<file path="config.mk">
export PLATFORM = sky130hd
export DESIGN_NAME = tsq_emit_flat
export DESIGN_NICKNAME = d
export VERILOG_FILES = /design/src/sv/tsq_pkg.sv /design/src/sv/tsq_if.sv /design/src/sv/tsq_emit.sv /design/src/flat_wrapper.sv
export SDC_FILE = /design/constraint.sdc
export NUM_CORES = 1
export LEC_CHECK = 0
export BUFFER_PORTS_ARGS = -buffer_cell sky130_fd_sc_hd__buf_2
export CAP_MARGIN = 20
export CORE_MARGIN = 2
export CORE_UTILIZATION = 50
export DETAILED_ROUTE_END_ITERATION = 8
export PLACE_DENSITY = 0.76
export SYNTH_ARGS = -nofsm -noshare
export SYNTH_HDL_FRONTEND = slang
export SYNTH_SLANG_ARGS = --single-unit
</file>
<file path="constraint.sdc">
create_clock -name clk -period 33.5 [get_ports clk]
set_clock_uncertainty 0.15 [all_clocks]
set_input_delay 5.025 -clock clk [delete_from_list [all_inputs] [get_ports clk]]
set_output_delay 5.025 -clock clk [all_outputs]
set_load 0.005 [all_outputs]
</file>
<file path="src/sv/tsq_pkg.sv">
// Shared types, constants and helpers for the thick segment quad tessellator.
// No dependencies; every other file but tsq_checker refers to it by scoped names.
`default_nettype none
package tsq_pkg;

  localparam int unsigned COORD_W     = 32;  // Q16.16 coordinates
  localparam int unsigned COLOR_W     = 16;
  localparam int unsigned DELTA_W     = COORD_W + 1;
  localparam int unsigned MAG_W       = COORD_W;
  localparam int unsigned UNIT_W      = 31;  // |u| in Q1.30, at most 2^30
  localparam int unsigned UNIT_FRAC   = 30;
  localparam int unsigned WIDTH_W     = COORD_W - 1;  // positive width magnitude
  localparam int unsigned PROD_W      = 62;
  localparam int unsigned SUMSQ_W     = 64;
  localparam int unsigned ROOT_W      = 32;
  localparam int unsigned SQ_REM_W    = ROOT_W + 3;
  localparam int unsigned NUM_W       = 62;
  localparam int unsigned NUM_LOW_W   = NUM_W - UNIT_W;
  localparam int unsigned SQRT_STEPS  = ROOT_W;
  localparam int unsigned DIV_STEPS   = UNIT_W;
  localparam int unsigned STEP_CNT_W  = 5;
  localparam int unsigned QUEUE_DEPTH = 4;
  localparam int unsigned VTX_IDX_W   = 3;
  localparam logic [VTX_IDX_W-1:0] VTX_LAST = 3'd5;
  // Per vertex index (bit k): A0 B0 A1 B0 B1 A1
  localparam logic [5:0] VTX_END_MASK  = 6'b110100;
  localparam logic [5:0] VTX_PLUS_MASK = 6'b100101;

  typedef struct packed {
    logic [COLOR_W-1:0] red;
    logic [COLOR_W-1:0] green;
    logic [COLOR_W-1:0] blue;
    logic [COLOR_W-1:0] alpha;
  } tsq_color_t;

  typedef struct packed {
    logic signed [COORD_W-1:0] x0;
    logic signed [COORD_W-1:0] y0;
    logic signed [COORD_W-1:0] x1;
    logic signed [COORD_W-1:0] y1;
    logic [WIDTH_W-1:0]        width;
    logic signed [DELTA_W-1:0] dx;
    logic signed [DELTA_W-1:0] dy;
    tsq_color_t                color;
  } tsq_seg_t;

  typedef struct packed {
    logic signed [COORD_W-1:0] x0;
    logic signed [COORD_W-1:0] y0;
    logic signed [COORD_W-1:0] x1;
    logic signed [COORD_W-1:0] y1;
    logic signed [COORD_W-1:0] ox;
    logic signed [COORD_W-1:0] oy;
    tsq_color_t                color;
  } tsq_job_t;

  typedef enum logic [3:0] {
    CORE_IDLE, CORE_NORM, CORE_SQX, CORE_SQY, CORE_SQRT,
    CORE_DSET, CORE_DIV, CORE_MULX, CORE_MULY, CORE_OFS, CORE_DONE
  } tsq_core_state_t;

  // p + o or p - o, clamped to the 32 bit range
  function automatic logic signed [COORD_W-1:0] sat_add(
    input logic signed [COORD_W-1:0] p,
    input logic signed [COORD_W-1:0] o,
    input logic                      sub
  );
    logic signed [COORD_W:0] po;
    logic signed [COORD_W:0] s;
    po = {o[COORD_W-1], o};
    s  = {p[COORD_W-1], p} + (sub ? -po : po);
    if (s[COORD_W] != s[COORD_W-1]) begin
      sat_add = s[COORD_W] ? {1'b1, {(COORD_W-1){1'b0}}} : {1'b0, {(COORD_W-1){1'b1}}};
    end else begin
      sat_add = s[COORD_W-1:0];
    end
  endfunction

endpackage
`default_nettype wire

</file>
<file path="src/sv/tsq_if.sv">
// Valid/ready channel interfaces: segment input and vertex output.
// Depends on tsq_pkg for field widths.
`default_nettype none


interface tsq_vtx_if;
  logic valid;
  logic ready;
  logic signed [tsq_pkg::COORD_W-1:0] vertex_x;
  logic signed [tsq_pkg::COORD_W-1:0] vertex_y;
  logic [tsq_pkg::COLOR_W-1:0] out_red;
  logic [tsq_pkg::COLOR_W-1:0] out_green;
  logic [tsq_pkg::COLOR_W-1:0] out_blue;
  logic [tsq_pkg::COLOR_W-1:0] out_alpha;
  logic last_vertex;
  modport source(output valid, vertex_x, vertex_y, out_red, out_green, out_blue,
                 out_alpha, last_vertex, input ready);
  modport sink(input valid, vertex_x, vertex_y, out_red, out_green, out_blue,
               out_alpha, last_vertex, output ready);
endinterface
`default_nettype wire

</file>
<file path="src/sv/tsq_emit.sv">
// Vertex sequencer: walks A0 B0 A1 B0 B1 A1 from one job into the output
// register. Depends on tsq_pkg and tsq_if.
`default_nettype none
module tsq_emit (
  input  logic              clk,
  input  logic              rst,
  input  logic              core_valid,
  input  tsq_pkg::tsq_job_t core_job,
  output logic              take,
  tsq_vtx_if.source         vtx
);
  tsq_pkg::tsq_job_t job;
  logic job_valid;
  logic [tsq_pkg::VTX_IDX_W-1:0] idx;
  logic out_valid;
  logic load_out, at_last, use_end, plus;

  assign load_out = job_valid && (!out_valid || vtx.ready);
  assign at_last  = (idx == tsq_pkg::VTX_LAST);
  assign take     = core_valid && (!job_valid || (load_out && at_last));
  assign use_end  = tsq_pkg::VTX_END_MASK[idx];
  assign plus     = tsq_pkg::VTX_PLUS_MASK[idx];
  assign vtx.valid = out_valid;

  always_ff @(posedge clk) begin
    if (rst) begin
      job_valid <= 1'b0;
      out_valid <= 1'b0;
      idx       <= '0;
    end else begin
      if (load_out) begin
        out_valid <= 1'b1;
        idx       <= at_last ? '0 : idx + 1'b1;
      end else if (vtx.ready) begin
        out_valid <= 1'b0;
      end
      if (take) begin
        job_valid <= 1'b1;
      end else if (load_out && at_last) begin
        job_valid <= 1'b0;
      end
    end
  end

  always_ff @(posedge clk) begin
    if (take) begin
      job <= core_job;
    end
    if (load_out) begin
      vtx.vertex_x    <= tsq_pkg::sat_add(use_end ? job.x1 : job.x0, job.ox, !plus);
      vtx.vertex_y    <= tsq_pkg::sat_add(use_end ? job.y1 : job.y0, job.oy, !plus);
      vtx.out_red     <= job.color.red;
      vtx.out_green   <= job.color.green;
      vtx.out_blue    <= job.color.blue;
      vtx.out_alpha   <= job.color.alpha;
      vtx.last_vertex <= at_last;
    end
  end
endmodule
`default_nettype wire

</file>
<file path="src/flat_wrapper.sv">
// flat-port wrapper written by rule: the top's interface ports become plain ports
module tsq_emit_flat 
  (clk, rst, core_valid, core_job, take, vtx_valid, vtx_vertex_x, vtx_vertex_y, vtx_out_red, vtx_out_green, vtx_out_blue, vtx_out_alpha, vtx_last_vertex, vtx_ready);
  tsq_vtx_if vtx_i ();
  input  logic clk;
  input  logic rst;
  input  logic core_valid;
  input  tsq_pkg::tsq_job_t core_job;
  output logic take;
  output wire logic [$bits(vtx_i.valid)-1:0] vtx_valid;
  output wire logic [$bits(vtx_i.vertex_x)-1:0] vtx_vertex_x;
  output wire logic [$bits(vtx_i.vertex_y)-1:0] vtx_vertex_y;
  output wire logic [$bits(vtx_i.out_red)-1:0] vtx_out_red;
  output wire logic [$bits(vtx_i.out_green)-1:0] vtx_out_green;
  output wire logic [$bits(vtx_i.out_blue)-1:0] vtx_out_blue;
  output wire logic [$bits(vtx_i.out_alpha)-1:0] vtx_out_alpha;
  output wire logic [$bits(vtx_i.last_vertex)-1:0] vtx_last_vertex;
  input wire logic [$bits(vtx_i.ready)-1:0] vtx_ready;
  assign vtx_valid = vtx_i.valid;
  assign vtx_vertex_x = vtx_i.vertex_x;
  assign vtx_vertex_y = vtx_i.vertex_y;
  assign vtx_out_red = vtx_i.out_red;
  assign vtx_out_green = vtx_i.out_green;
  assign vtx_out_blue = vtx_i.out_blue;
  assign vtx_out_alpha = vtx_i.out_alpha;
  assign vtx_last_vertex = vtx_i.last_vertex;
  assign vtx_i.ready = vtx_ready;
  tsq_emit u_core (.clk(clk), .rst(rst), .core_valid(core_valid), .core_job(core_job), .take(take), .vtx(vtx_i));
endmodule
</file>
==> results of run 1 <==
kinds of logic (layout without fill, tap and decap cells):
logic type,Yosys count,in the layout,synth area share [%]
multiplexers,68,68,4.24
other,0,3,0
AO/OA/AOI/OAI,312,312,10.7
adder cells (fa/ha/maj),77,77,5.29
AND/OR/NAND/NOR,244,244,7.07
flip-flops,392,392,64.8
XOR/XNOR,118,118,5.77
buffers and inverters,82,513,2.11
Yosys cell counts, types with 8 or more instances:
| master | instances | area share (%) |
|---|---|---|
| o21ai_0 | 50 | 1.4 |
| mux2_2 | 65 | 4.1 |
| inv_1 | 48 | 1.0 |
| a31oi_1 | 19 | 0.66 |
| o21a_1 | 9 | 0.37 |
| nand3_1 | 14 | 0.39 |
| o211ai_1 | 8 | 0.33 |
| nand2_1 | 45 | 0.94 |
| edfxtp_1 | 385 | 64 |
| nor2_1 | 72 | 1.5 |
| maj3_1 | 9 | 0.50 |
| nor2b_1 | 9 | 0.31 |
| a21oi_1 | 131 | 3.6 |
| ha_1 | 66 | 4.6 |
| xnor2_1 | 53 | 2.6 |
| nor3_1 | 30 | 0.83 |
| a211oi_1 | 14 | 0.58 |
| a21o_1 | 25 | 1.0 |
| o21bai_1 | 12 | 0.50 |
| xor2_1 | 64 | 3.1 |
| clkbuf_1 | 21 | 0.44 |
| nand2b_1 | 15 | 0.52 |
metrics by stage:
stage | setup slack [ns] | hold WS, ns
2_1_floorplan | 13.28 | 0.250
3_3_place_gp | 21.52 | 0.251
3_5_place_dp | 21.48 | 0.255
4_1_cts | 21.47 | 0.264
5_1_grt | 21.31 | 0.266
6_report | 21.50 | 0.259
area by class of cell:
class / count / area, µm²
Fill cell: 2700 / 13900
Sequential cell: 392 / 11700
Multi-Input combinational cell: 819 / 5980
Timing Repair Buffer: 396 / 2020
Clock buffer: 47 / 1030
Tap cell: 461 / 577
Inverter: 48 / 180
Clock inverter: 22 / 155
Antenna cell: 3 / 7.51
placed cells by master, fill, tap and decap left out, types with 14 or more instances in the layout:
master and n:
a211oi_1 14, a21o_1 25, a21oi_1 131, a31oi_1 19
buf_2 390, clkbuf_16 40, edfxtp_1 385, ha_1 66
inv_1 48, mux2_2 65, nand2_1 45, nand2b_1 15
nand3_1 14, nor2_1 72, nor3_1 30, o21ai_0 50
xnor2_1 53, xor2_1 64
per-layer routing:
metal / vias up / GRT usage, % / wire, µm
li1: 5745 / - / -
met1: 5769 / 28.6 / 17400
met2: 510 / 36.3 / 20000
met3: 64 / 5.34 / 3130
met4: 2 / 5.86 / 905
met5: - / 0 / 17
power groups by stage:
stage / registers (mW) / logic, mW / clock network (mW)
floorplan: 0.641 / 0.239 / 0
global placement: 0.634 / 0.335 / 0
detailed placement: 0.636 / 0.344 / 0
CTS: 0.626 / 0.347 / 0.415
global route: 0.629 / 0.384 / 0.435
finish: 0.625 / 0.347 / 0.405
critical path, stage by stage:
cell and delay, ns:
buf_2 0.08, nand2b_1 0.11, and2_4 0.69, a21o_1 0.22, and2_4 0.48, buf_2 0.21
sequential cells by signal, indices dropped and copies added, names as in the netlist:
signal                  count
u_core.idx                  3
u_core.job                256
u_core.job_valid            1
u_core.plus                 1
u_core.use_end              1
u_core.vtx.last_vertex      1
u_core.vtx.out_alpha       16
u_core.vtx.out_blue        16
u_core.vtx.out_green       16
u_core.vtx.out_red         16
u_core.vtx.valid            1
u_core.vtx.vertex_x        32
u_core.vtx.vertex_y        32
final timing paths:
| kind | from | to | slack, ns | cells past startpoint |
|---|---|---|---|---|
| worst max-delay path | vtx_ready | take | 21.50 | 6 |
| worst max register to register | u_core.job[68]$_DFFE_PP_ | u_core.vtx.vertex_y[29]$_DFFE_PP_ | 27.42 | 18 |
| worst min register to register | u_core.job[46]$_DFFE_PP_ | u_core.vtx.out_green[14]$_DFFE_PP_ | 0.26 | 0 |
| worst min-delay path | u_core.job[46]$_DFFE_PP_ | u_core.vtx.out_green[14]$_DFFE_PP_ | 0.26 | 0 |
==> run summary, run 1 <==
Crit path required time: 28.32 ns
CP endpoint kind: primary output
outcome: finished, final reports clean
Internal: 0.981 mW
routability cong.: 0.876
synthesized instance count: 1293
vias in the first global route: 11900
DR iter-0 viols: 899
Comb pwr share: 25.2%
die area: 0.0377 mm²
core area: 0.0356 mm²
Synthesis Warnings: 0
min Tclk post-route: 12.00 ns
antenna violations before repair: 2
vias: 12100
placed inst area: 0.0205 mm²
Final Util: 60.9%
Area Growth Syn to Fin: 19.9%
num rows: 69
post-synth cell types: 79
clock tree buffer depth: 3
H-tree lvl count: 2
die height: 194 µm
pwr/cell area: 63.6 mW/mm²
Net Switching: 0.397 mW
# placed instances: 2116
first-pass GRT wire length: 64000 µm
TritonRoute pass-1 iters: 5
Worst Tran Pin Value: 1.07 ns
GRT Total Usage: 21.8%
WP data arrival: 6.83 ns
final setup fails: 0
final std cells w/o fill: 2188
clk_lat worst skew: 0.56 ns
Routed WL per cell: 19.0 µm
switching share of power: 28.8%
Flop pwr share: 45.4%
max cap viols: 0
Sum Neg Setup Slack: 0 ns
Initial Utilization: 50.8%
Overflow after GRT: 0
dpl hpwl: 30500 µm
total clock sinks: 392
class of the worst hold path: reg2reg
leakage: 8.50 nW
post-synthesis register bit count: 392
drt total wl: 41500 µm
CTS root buf: clkbuf_16
CTS tree: yes
clock share of power: 29.4%
fin. max-slew vios: 0
largest net degree at the start of global routing: 144
number of setup buffers added after CTS: 0
WS Path Type: in2out
Antenna Nets Post-Route: 0
Cell Area, Synth: 0.0181 mm²
drt drc: 0
Rel. slew slack: 28.2%
asr flop ratio synth: 0%
RSZ-0062 raised after global routing: false
Worst IR Drop VDD: 0.0553 mV
vias per inst: 5.53
# port buffers: 390
hold buffers post-CTS: 0
worst-path fanout max: 62
proportion of layout cells with a drive suffix above 1: 32.1%
Top FF cell, synth: edfxtp_1
post-cts resize count: 0
Die Wd: 194 µm
Reg clk slew, reported paths: 0.06 ns
Fin. Hold Viols: 0
Finished Cell Area: 0.0216 mm²
register area share after synthesis: 64.8%
Top Ports: 391
critical path launch point type: primary input
number of synthesized flops with an enable pin: 385
fin crit share: 35.8%
fmax: 83.3 MHz
total power: 1.38 mW
CTS Buf Count: 40
syn_area_per_cell: 14.0 µm²
Layout Nets: 2025
post-synth net total: 1621
Note: power is estimated with default switching activity, not from simulation.
==> inputs of run 2 (changes only) <==
--- a/config.mk
+++ b/config.mk
@@ -10,7 +10,7 @@
 export CORE_MARGIN = 2
 export CORE_UTILIZATION = 50
 export DETAILED_ROUTE_END_ITERATION = 8
-export PLACE_DENSITY = 0.76
+export PLACE_DENSITY = 0.79
 export SYNTH_ARGS = -nofsm -noshare
 export SYNTH_HDL_FRONTEND = slang
 export SYNTH_SLANG_ARGS = --single-unit
==> constraint.sdc (replaced) <==
create_clock -name clk -period 9.79 [get_ports clk]
set_clock_uncertainty 0.15 [all_clocks]
set_input_delay 1.4685 -clock clk [delete_from_list [all_inputs] [get_ports clk]]
set_output_delay 1.4685 -clock clk [all_outputs]
set_load 0.005 [all_outputs]
==> run summary, run 2 (synthesis results as in run 1) <==
outcome: finished, final reports clean
# port buffers: 390 (unchanged)
critical path launch point type: flip-flop
biggest regs: u_core.job x256, u_core.vtx.vertex_x x32, u_core.vtx.vertex_y x32
met3 WL: 3180 µm (+1.4%)
dpl hpwl: 30900 µm (+1.2%)
fin. max-slew vios: 0 (unchanged)
Area Growth Syn to Fin: 20.7%
Fin. Hold Viols: 0 (unchanged)
Routed WL per cell: 19.3 µm (+2.0%)
CP delay by family, top: simple AND/OR/NAND/NOR gates
final setup fails: 0 (unchanged)
max reg flops: 256 (unchanged)
fin crit share: 60.2%
WP data arrival: 6.14 ns (-0.69 ns)
antenna violations before repair: 2 (unchanged)
die area: 0.0377 mm² (unchanged)
Highest Signal Layer: met5
Overflow after GRT: 0 (unchanged)
worst-path fanout max: 25 (-60%)
class of the worst hold path: reg2reg
Reg clk slew, reported paths: 0.06 ns (about the same)
Critical path origin: u_core.job[100]$_DFFE_PP_
worst r2r dst: u_core.vtx.vertex_x[2]$_DFFE_PP_
clk_lat worst skew: 0.55 ns (about the same)
WL met2: 20400 µm (+2.2%)
Worst IR Drop VDD: 0.285 mV (+410%)
leakage: 8.56 nW (+0.71%)
fillers: 2696 (-0.15%)
register bank with the most flops: u_core.job
most common cell after layout, fill and taps aside: buf_2
Worst Tran Pin Value: 1.05 ns (-0.0234 ns)
Initial Utilization: 50.8% (unchanged)
Sum Neg Setup Slack: 0 ns (unchanged)
hold path depth: 0 (unchanged)
drt total wl: 42300 µm (+2.0%)
WS Path Type: reg2reg
Stages on worst setup path: 15 (+9)
min Tclk post-route: 5.89 ns
Top Ports: 391 (unchanged)
drt drc: 0 (unchanged)
GRT Total Usage: 22.3% (+0.51 points)
post-cts resize count: 0 (unchanged)
proportion of layout cells with a drive suffix above 1: 32.0% (-0.077 points)
Crit path required time: 10.04 ns (-18.28 ns)
vias: 12100 (+0.12%)
CTS Buf Count: 39 (-2.5%)
Final Util: 61.3% (+0.39 points)
CTS root buf: clkbuf_16
placed inst area: 0.0204 mm² (about the same)
Finished Cell Area: 0.0218 mm² (+0.64%)
DR iter-0 viols: 861 (-4.2%)
largest net degree at the start of global routing: 79 (-45%)
H-tree lvl count: 2 (unchanged)
TritonRoute pass-1 iters: 5 (unchanged)
clock tree buffer depth: 3 (unchanged)
r2r worst-path depth: 15 (-3)
hold buffers post-CTS: 0 (unchanged)
total power: 4.88 mW (+250%)
Die Wd: 194 µm (unchanged)
reg-to-reg slack, setup: 3.90 ns (-23.52 ns)
worst hold start: u_core.job[2]$_DFFE_PP_
Layout Nets: 2026 (+0.049%)
Critical path buffers and inverters: 0 (-2)
CP endpoint kind: flip-flop
crit-path cells: or4_4, nor4_1, nor3b_1, a21oi_1, nor2_1, o21ai_0, xnor2_1, ha_1, nand2_1, nor3_1, nand2_1, o31ai_1, xor2_1, nand2_4, a21oi_1
Rel. slew slack: 30.0% (+1.8 points)
max cap viols: 0 (unchanged)
final std cells w/o fill: 2187 (-0.046%)
vias per inst: 5.53 (+0.16%)
routability cong.: 0.905 (+3.4%)
# placed instances: 2116 (unchanged)
pwr/cell area: 224 mW/mm² (+250%)
critical path's slowest cell: xor2_1
core area: 0.0356 mm² (unchanged)
Hold EP: u_core.vtx.out_alpha[2]$_DFFE_PP_
commonest cells after routing, fill and taps aside: 390 x buf_2, 385 x edfxtp_1, 131 x a21oi_1
vias in the first global route: 12000 (+1.4%)
RSZ-0062 raised after global routing: false
total clock sinks: 392 (unchanged)
die height: 194 µm (unchanged)
num rows: 69 (unchanged)
first-pass GRT wire length: 65500 µm (+2.4%)
Antenna Nets Post-Route: 0 (unchanged)
multi-input logic area: 0.00598 mm² (unchanged)
fmax: 170 MHz
number of setup buffers added after CTS: 0 (unchanged)
worst reg2reg path startpoint: u_core.job[100]$_DFFE_PP_
CTS tree: yes
maximum single-stage delay on the critical path: 0.82 ns (+0.13 ns)
Met1 Wirelength: 17500 µm (+0.45%)
Reg area: 0.0117 mm² (unchanged)
-- run 2: worst register-to-register path: cells and delay by family (launching register included) --
kind | cells | cell delay [ns]
compound gates | 4 | 0.94
xor+xnor | 2 | 0.99
fa+ha+maj | 1 | 0.35
flops | 1 | 0.45
simple gates | 8 | 2.87
-- run 2: metrics by stage --
| step | hold slack (ns) | worst slack [ns] |
|---|---|---|
| after global placement | 0.251 | 4.05 |
| after detailed placement | 0.255 | 3.80 |
| after floorplan | 0.250 | 1.45 |
| after global routing | 0.271 | 3.35 |
| after CTS | 0.264 | 3.75 |
| final | 0.264 | 3.90 |
-- run 2: layer usage --
| metal | global-route usage (%) | up-vias |
|---|---|---|
| li1 | - | 5731 |
| met1 | 29.0 | 5807 |
| met2 | 37.3 | 499 |
| met3 | 4.52 | 65 |
| met4 | 7.60 | 2 |
| met5 | 0 | - |
-- run 2: report_power, final --
group | leakage, nW | switching (mW) | internal, mW
Sequential | 3.72 | 0.0595 | 2.08
Clock | 0.623 | 0.612 | 0.919
Combinational | 4.22 | 0.705 | 0.501
Total | 8.56 | 1.38 | 3.51
-- run 2: worst max-delay path by stage --
stage	end	slack [ns]
after floorplan	take	1.45
final	u_core.vtx.vertex_x[2]$_DFFE_PP_	3.90
after global routing	u_core.vtx.vertex_x[20]$_DFFE_PP_	3.35
after CTS	u_core.vtx.vertex_y[29]$_DFFE_PP_	3.75
after detailed placement	u_core.vtx.vertex_y[28]$_DFFE_PP_	3.80
after global placement	u_core.vtx.vertex_y[28]$_DFFE_PP_	4.05
-- run 2: area by class of cell --
type | instances | area share [%]
Antenna cell | 1 | 0.0115
Clock buffer | 48 | 4.63
Clock inverter | 20 | 1.35
Inverter | 48 | 0.827
Multi-Input combinational cell | 819 | 27.4
Sequential cell | 392 | 53.7
Tap cell | 461 | 2.65
Timing Repair Buffer | 398 | 9.36
